$ cat src/rtl/bxavg_pkg.sv
// shared constants, types and the reciprocal table of the box-average downscaler
package bxavg_pkg;

    localparam int MAX_WIDTH_DEFAULT  = 4096;
    localparam int MAX_FACTOR_DEFAULT = 16;
    localparam int MAX_HEIGHT         = 4096;

    localparam int PIXEL_W     = 8;
    localparam int FACTOR_W    = 5;
    localparam int CFG_DATA_W  = 13;
    localparam int CFG_INDEX_W = 2;
    localparam int HEIGHT_W    = 13;
    localparam int ROW_W       = 12;

    localparam int FACTOR_RESET = 16;
    localparam int WIDTH_RESET  = 4096;
    localparam int HEIGHT_RESET = 4096;

    localparam int RECIP_W     = 25;
    localparam int RECIP_SHIFT = 24;
    localparam int QUEUE_DEPTH = 4;

    localparam logic [CFG_INDEX_W-1:0] REG_FACTOR = 2'd0;
    localparam logic [CFG_INDEX_W-1:0] REG_WIDTH  = 2'd1;
    localparam logic [CFG_INDEX_W-1:0] REG_HEIGHT = 2'd2;

    typedef struct packed {
        logic               frame_last;
        logic [PIXEL_W-1:0] average;
    } result_t;

    // ceil(2^24 / (f*f)), exact floor division for any 16-bit block sum
    function automatic logic [RECIP_W-1:0] recip(input logic [FACTOR_W-1:0] f);
        logic [RECIP_W-1:0] r;
        case (f)
            5'd2:    r = 25'd4194304;
            5'd3:    r = 25'd1864136;
            5'd4:    r = 25'd1048576;
            5'd5:    r = 25'd671089;
            5'd6:    r = 25'd466034;
            5'd7:    r = 25'd342393;
            5'd8:    r = 25'd262144;
            5'd9:    r = 25'd207127;
            5'd10:   r = 25'd167773;
            5'd11:   r = 25'd138655;
            5'd12:   r = 25'd116509;
            5'd13:   r = 25'd99274;
            5'd14:   r = 25'd85599;
            5'd15:   r = 25'd74566;
            5'd16:   r = 25'd65536;
            default: r = 25'd16777216;
        endcase
        return r;
    endfunction

endpackage

$ cat src/rtl/bxavg_queue.sv
// small result queue between the averaging pipeline and the output channel
module bxavg_queue (
    input  logic                                         clk,
    input  logic                                         rst_n,
    input  logic                                         push,
    input  bxavg_pkg::result_t                           push_data,
    input  logic                                         pop,
    output bxavg_pkg::result_t                           head,
    output logic [$clog2(bxavg_pkg::QUEUE_DEPTH+1)-1:0] count
);
    import bxavg_pkg::*;

    localparam int AW    = $clog2(QUEUE_DEPTH);
    localparam int CNT_W = $clog2(QUEUE_DEPTH + 1);

    result_t          entry_reg [QUEUE_DEPTH];
    logic [AW-1:0]    wr_ptr_reg, wr_ptr_next;
    logic [AW-1:0]    rd_ptr_reg, rd_ptr_next;
    logic [CNT_W-1:0] count_reg, count_next;

    always_comb
    begin
        wr_ptr_next = wr_ptr_reg;
        rd_ptr_next = rd_ptr_reg;
        if (push)
        begin
            wr_ptr_next = (wr_ptr_reg == AW'(QUEUE_DEPTH - 1)) ? '0 : wr_ptr_reg + AW'(1);
        end
        if (pop)
        begin
            rd_ptr_next = (rd_ptr_reg == AW'(QUEUE_DEPTH - 1)) ? '0 : rd_ptr_reg + AW'(1);
        end
        count_next = count_reg + CNT_W'(push) - CNT_W'(pop);
    end

    always_ff @(posedge clk or negedge rst_n)
    begin
        if (!rst_n)
        begin
            wr_ptr_reg <= '0;
            rd_ptr_reg <= '0;
            count_reg  <= '0;
        end
        else
        begin
            wr_ptr_reg <= wr_ptr_next;
            rd_ptr_reg <= rd_ptr_next;
            count_reg  <= count_next;
        end
    end

    always_ff @(posedge clk)
    begin
        if (push)
        begin
            entry_reg[wr_ptr_reg] <= push_data;
        end
    end

    assign head  = entry_reg[rd_ptr_reg];
    assign count = count_reg;

endmodule

$ cat config.mk
export PLATFORM = sky130hd
export DESIGN_NAME = bxavg_queue
export DESIGN_NICKNAME = d
export VERILOG_FILES = /design/src/rtl/bxavg_pkg.sv /design/src/rtl/bxavg_queue.sv
export SDC_FILE = /design/constraint.sdc
export NUM_CORES = 1
export LEC_CHECK = 0
export ABC_AREA = 0
export BUFFER_PORTS_ARGS = -buffer_cell sky130_fd_sc_hd__buf_2
export CAP_MARGIN = 40
export CELL_PAD_IN_SITES_DETAIL_PLACEMENT = 2
export CELL_PAD_IN_SITES_GLOBAL_PLACEMENT = 2
export CORE_MARGIN = 5
export CORE_UTILIZATION = 42
export DETAILED_ROUTE_END_ITERATION = 6
export PLACE_DENSITY_LB_ADDON = 0.1
export SLEW_MARGIN = 20
export SYNTH_ARGS = -nofsm -noshare
export SYNTH_HDL_FRONTEND = slang
export SYNTH_SLANG_ARGS = --single-unit
$ cat constraint.sdc
create_clock -name clk -period 1.7 [get_ports clk]
set_input_delay 0 -clock clk [delete_from_list [all_inputs] [get_ports clk]]
set_output_delay 0 -clock clk [all_outputs]
set_load 0.1 [all_outputs]
Word-level counts from Yosys, hierarchy flattened
Memories as Yosys holds them, arrays and structs flattened.
Cells that the tools add are included.
Word-level totals
  logic and storage cells: 14
  flip-flop bits (word level): 7
  memory bits (writable): 36
  memories: 1
  output and inout bits: 12
Memory list
  entry_reg: words 4, bits a word 9, read ports 1, clocked after memory_dff 0, wr ports 1, line bxavg_queue.sv:16  | result_t entry_reg [QUEUE_DEPTH];
Operators by class
  eq/ne operators: 2
  add/sub/neg operators: 4
  muxes and demuxes: 4
Operators by type and width (number)
  $add A2 B1 Y2 const B: 2
  $eq A2 B2 Y1 const B: 2
  $mux W2: 2
  $add A3 B1 Y3: 1
  $sub A3 B1 Y3: 1
  $mux W1: 2

Longest topological paths before layout
Gate-level depths: netlist of the first run.
  depth after elaboration: 2
  gate-level depth with buffers: 8

Least setup slack after synthesis of the first run
OpenSTA, ideal clock, no wires.
  kind: register to register
  start point: reg count_reg[0], in the netlist count[0]
  end point: reg count_reg[2], in the netlist count[2]
  setup time: 0.160 ns
  required time: 1.540 ns
  arrival: 2.156 ns
  stages on the path, launching flop included: 9
  slack: -0.616 ns
  cell sequence: dfrtp_1 inv_1 ha_1 inv_1 ha_1 inv_1 fa_1 xnor2_1 xnor2_1
Between the ends
  word-level cells in the longest chain between the ends: 2
RTL lines
  start, declared: line bxavg_queue.sv:19  | logic [CNT_W-1:0] count_reg, count_next;
  start signal, assigned: line bxavg_queue.sv:48  | count_reg <= count_next;
  $add A3 B1 Y3: line bxavg_queue.sv:33  | count_next = count_reg + CNT_W'(push) - CNT_W'(pop);
  $sub A3 B1 Y3: line bxavg_queue.sv:33
  via count_next[2]: line bxavg_queue.sv:19
The timed path passes the listed nets, and every way through them passes these cells.
A chain may end at the register's enable or synchronous reset.

==> reports/results.ini, run 1 <==
[final_layout]
final_cell_mix = edfxtp_1 (36), buf_2 (17), dlygate4sd3_1 (10)
fill_cells = 341
fin_cells = 177
largest_reg_flops = 36
syn2layout_area_growth_pct = 32.08
diodes = 0
final_common_cell = edfxtp_1
drive_gt1_frac = 0.4646
finalNetCount = 147

[placement]
place.gp.congestion = 0.6823
io_buffers = 24
dp_cells = 158

[yosys]
ys_seq_elements = 43
yosysTopAreaCell = edfxtp_1
syn-num-nets = 102
synth_area_leaders = edfxtp_1 (64%), mux4_2 (11%), dfrtp_1 (10%)
synth_cell_types = 16
synth_area_per_cell_um2 = 20.99
syn_area_um2 = 1700
seq_area_frac_synth = 0.7388
yosys_warnings = 0
synth_cells = 81
synth_top_cell_area_share = 0.6358

[clocking]
numCtsBuffers = 5
cts_tree = yes
clk_pin_slew_worst_paths_ns = 0.08
cts.path.max_buffers = 2
cts-root-buf = clkbuf_8
cts.htree.levels = 2
clock_latency_ns = 0.29
cts_num_sinks = 43

[setup_path]
path_cells = buf_12 > mux4_2 > buf_6
reg2reg_setup_slack_ns = 0.05
path_class = reg -> out
cp-end-kind = primary output
arrival_ns = 1.65
crit_fanout = 7
required_ns = 1.70
worstSetupStartpointType = flop
cp_slowest_cell = mux4_2
max_stage_delay_ns = 0.53

[timing]
fin_crit_ns = 1.652
tightest_slew_ns = 0.5017
fmax_mhz = 605.4
hold_viol = 0
period_share = 0.9717
fin_skew_ns = 0.003226
rsz0062_at_grt = true
setup_viol = 0
slew_viol_final = 0
relSlewSlack = 0.6678

[routing]
drc_errors = 0
drtIter0Drc = 31
wirelength_um = 3714
wire_per_inst_um = 20.98
viasPerCell = 4.972
dr.pass1.iters = 4
vias = 880
final_antenna_net_count = 0

[global_route]
grt-ovfl-total = 0
grt_pass1_vias = 1046
grt_max_degree = 15
grt_antenna_before_repair = 0
grtUsageTotal = 0.1546
grt_pass1_wl_um = 5789

[floorplanning]
dieHeight_um = 73.63
coreArea_um2 = 3971
die_w_um = 73.63
start_util = 0.4282
io_pins = 25
row_count = 23
dieArea_um2 = 5421

[run]
drv_cap = 0

[run_status]
outcome = completed

[worst_hold_path]
hold_path_class = in -> reg

## path summary, 6_finish.rpt
check / from / endpoint / cells past startpoint
worst max-delay path: rd_ptr_reg[0] / head[2] / 3
worst min-delay path: push / wr_ptr_reg[0] / 2
worst max register to register: count[0] / count[2] / 8
worst min register to register: count[1] / count[2] / 1
max in group asynchronous: rst_n / count[0] / 2
min in group asynchronous: rst_n / rd_ptr_reg[1] / 2
## per-stage QoR
step | instance area [um^2] | setup TNS (ns) | setup slack (ns) | hold WS [ns] | util
floorplan | 1732 | -0.1993 | -0.1625 | -0.2956 | -
global placement | 1948 | 0 | 0.1023 | -0.1608 | 0.4905
detailed placement | 1948 | 0 | 0.05182 | -0.1537 | 0.4905
CTS | 2208 | 0 | 0.01003 | 0.03367 | 0.5561
global route | 2246 | -0.05327 | -0.02663 | 0.03684 | 0.5655
finish | 2246 | 0 | 0.04807 | 0.02583 | 0.5655
## per-layer routing
layer | global-route usage | vias to the layer above | share of wire
li1 | - | 400 | -
met1 | 0.1784 | 462 | 0.40
met2 | 0.2766 | 16 | 0.55
met3 | 0.04651 | 2 | 0.036
met4 | 0.04225 | 0 | 0.0089
met5 | 0 | - | 0
## synth_stat cells
library cell,count
edfxtp_1,36
inv_1,6
buf_6,1
ha_1,7
buf_2,1
nand2_1,1
xnor2_1,2
fa_1,1
mux2_2,2
o21ai_0,2
nor2_1,1
mux4_1,1
and2_1,4
dfrtp_1,7
or3b_2,1
mux4_2,8
## repair_timing
action / in CTS / in global routing
hold buffers: 10 / 0
gates resized for setup: 10 / 7
pin swaps: 0 / 1
setup endpoints to repair: 9 / 8
hold endpoints to repair: 43 / 0
setup buffers: 0 / 1
## cell type report
cell class,instances,area (um^2),area share
Sequential cell,43,1262,0.5621
Clock buffer,5,68.82,0.03064
Timing Repair Buffer,40,321.6,0.1432
Clock inverter,3,67.56,0.03008
Tap cell,50,62.56,0.02786
Inverter,6,22.52,0.01003
Multi-Input combinational cell,30,440.4,0.1961
## cell families after synthesis
group	share of synthesized area
buffers and inverters	0.02281
adders and majority gates	0.06328
DFF	0.7388
and+or+nand+nor	0.02428
muxes	0.1347
AOI/OAI and AO/OA	0.005887
xor gates and xnor gates	0.01030
## worst max-delay path, delay by kind of cell (launching register included)
kind,cells,cell delay (ns)
buf+inv,2,0.37
mux,1,0.53
flops,1,0.46
Power of run 1 is left out: the tool's default activity adds up to more than one toggle a clock period on the data nets, which glitch-free logic cannot reach.
==> run 2, diff against run 1 <==
--- a/config.mk
+++ b/config.mk
@@ -12,8 +12,9 @@
 export CELL_PAD_IN_SITES_GLOBAL_PLACEMENT = 2
 export CORE_MARGIN = 5
 export CORE_UTILIZATION = 42
+export CTS_CLUSTER_SIZE = 20
 export DETAILED_ROUTE_END_ITERATION = 6
-export PLACE_DENSITY_LB_ADDON = 0.1
+export PLACE_DENSITY = 0.85
 export SLEW_MARGIN = 20
 export SYNTH_ARGS = -nofsm -noshare
 export SYNTH_HDL_FRONTEND = slang
==> run 2 against run 1 <==
  * Highest routed layer unchanged
  * Critical path depth is 5 higher
  * Routed wire length grew 5.3%
  * Clock-buffer cell count up 2
  * The run now ends with setup timing left
==> reports/results.ini, run 2 (synthesis gave the netlist of run 1 again) <==
[clocking]
cts.path.max_buffers = 2  ; unchanged
cts-root-buf = clkbuf_8
cts_tree = yes
cts_num_sinks = 43  ; unchanged
cts.htree.levels = 2  ; unchanged
clock_latency_ns = 0.30  ; about the same
numCtsBuffers = 5  ; unchanged
clk_pin_slew_worst_paths_ns = 0.07  ; about the same
post-cts-setup-buffer-count = 0  ; unchanged

[timing]
period_share = 1.025  ; +0.05285
relSlewSlack = 0.6658  ; -0.002022
fmax_mhz = 574.1  ; -5.2%
fin_crit_ns = 1.742  ; +0.08985 ns
setup_viol = 1  ; +1
fin_ws_ns = -0.04178  ; -0.08985 ns
tightest_slew_ns = 0.5013  ; -0.0004173 ns
slew_viol_final = 0  ; unchanged
rsz0062_at_grt = true
hold_viol = 0  ; unchanged
fin_skew_ns = 0.01264  ; +0.009415 ns

[setup_path]
required_ns = 1.87  ; +0.17 ns
max_stage_delay_ns = 0.50  ; -0.03 ns
cp_num_buf_inv = 3  ; +1
reg2reg_setup_slack_ns = -0.04  ; -0.09 ns
arrival_ns = 1.91  ; +0.26 ns
worstSetupStartpointType = flop
path_cells = inv_4 > ha_4 > inv_2 > ha_4 > inv_2 > fa_2 > xnor2_2 > xnor2_1
cp_slowest_cell = dfrtp_4
crit_family = adder cells
crit_fanout = 2  ; -5
cp-end-kind = flop
path_class = reg -> reg

[placement]
io_buffers = 24  ; unchanged
dp_cells = 157  ; -0.63%
hpwlAfterDp_um = 2478
place.gp.congestion = 0.7908  ; +16%

[floorplanning]
dieArea_um2 = 5421  ; unchanged
io_pins = 25  ; unchanged
dieHeight_um = 73.63  ; unchanged
die_w_um = 73.63  ; unchanged
row_count = 23  ; unchanged
coreArea_um2 = 3971  ; unchanged
start_util = 0.4282  ; unchanged

[global_route]
grt_pass1_wl_um = 6120  ; +5.7%
grt_antenna_before_repair = 0  ; unchanged
grt_max_degree = 14  ; -1
grtUsageTotal = 0.1671  ; +0.01243
grt-ovfl-total = 0  ; unchanged
grt_pass1_vias = 1050  ; +0.38%

[routing]
wl_met3_um = 144  ; +7.5%
final_antenna_net_count = 0  ; unchanged
m1WireLength_um = 1436  ; -3.3%
vias = 894  ; +1.6%
wire_per_inst_um = 22.34  ; +6.5%
drc_errors = 0  ; unchanged
met2_wirelength_um = 2253  ; +9.3%
highest_layer = met4
wirelength_um = 3910  ; +5.3%
viasPerCell = 5.109  ; +2.8%
drtIter0Drc = 46  ; +48%
dr.pass1.iters = 4  ; unchanged

[final_layout]
fill_cells = 368  ; +7.9%
final_cell_mix = edfxtp_1 (36), buf_2 (23), dlygate4sd3_1 (10)
diodes = 0  ; unchanged
largest_reg_flops = 36  ; unchanged
syn2layout_area_growth_pct = 26.49
finalNetCount = 145  ; -1.4%
final_common_cell = edfxtp_1
drive_gt1_frac = 0.4240  ; -0.04057
fin_cells = 175  ; -1.1%

[run]
drv_cap = 0  ; unchanged

[worst_hold_path]
hold_path_class = in -> reg

[run_status]
failed_checks = setup timing
outcome = finished, violations left

run 2: changes by cell type in the layout (fill, tap and decap cells not counted), sizes merged:
cell,delta
clkbuf,+2
buf,-2
clkinvlp,-1
bufinv,-1
run 2: worst reg2reg max path: stages, from the launching register on:
cell	delay [ns]
dfrtp_4	0.50
inv_4	0.07
ha_4	0.19
inv_2	0.06
ha_4	0.11
inv_2	0.04
fa_2	0.36
xnor2_2	0.15
xnor2_1	0.14
run 2: final timing paths:
check,start,end,depth (start not counted)
hold / removal,push,wr_ptr_reg[1],2
setup / recovery,count[0],count[2],8
setup reg to reg,count[0],count[2],8
hold reg to reg,wr_ptr_reg[1],wr_ptr_reg[1],2
min in group asynchronous,rst_n,count[1],2
max in group asynchronous,rst_n,count[0],2
run 2: per-layer routing:
layer | vias to the layer above | GRT usage
met5 | - | 0
met4 | 0 | 0.06237
met3 | 9 | 0.04241
met2 | 24 | 0.3071
met1 | 467 | 0.1829
li1 | 394 | -
run 2: stage by stage:
stage          setup WS [ns]  hold slack, ns  TNS [ns]    util  instance area, um^2
6_report            -0.04178         0.03956  -0.04178  0.5416                 2151
5_1_grt              -0.1253         0.04919   -0.3500  0.5416                 2151
4_1_cts             -0.04748         0.03211  -0.04748  0.5400                 2145
3_5_place_dp         0.03794         -0.1523         0  0.4855                 1928
3_3_place_gp          0.1051         -0.1583         0  0.4855                 1928
2_1_floorplan        -0.1625         -0.2956   -0.1993       -                 1732
run 2: final cells by class:
type                    count  area [um^2]  share of cell area
clock buffers               7        76.32             0.03549
clock inverters             1        30.03             0.01396
inverters                   6        25.02             0.01163
multi-input cells          30        440.4              0.2048
flip-flops and latches     43         1260              0.5858
well taps                  50        62.56             0.02909
repair buffers             38        256.5              0.1193
run 2: timing repair:
item,CTS,global route
hold endpoints to repair,43,0
pin swaps,1,0
hold buffers,10,0
setup endpoints to repair,1,10
resized for setup,2,3
Power of run 2 is left out for the same reason.
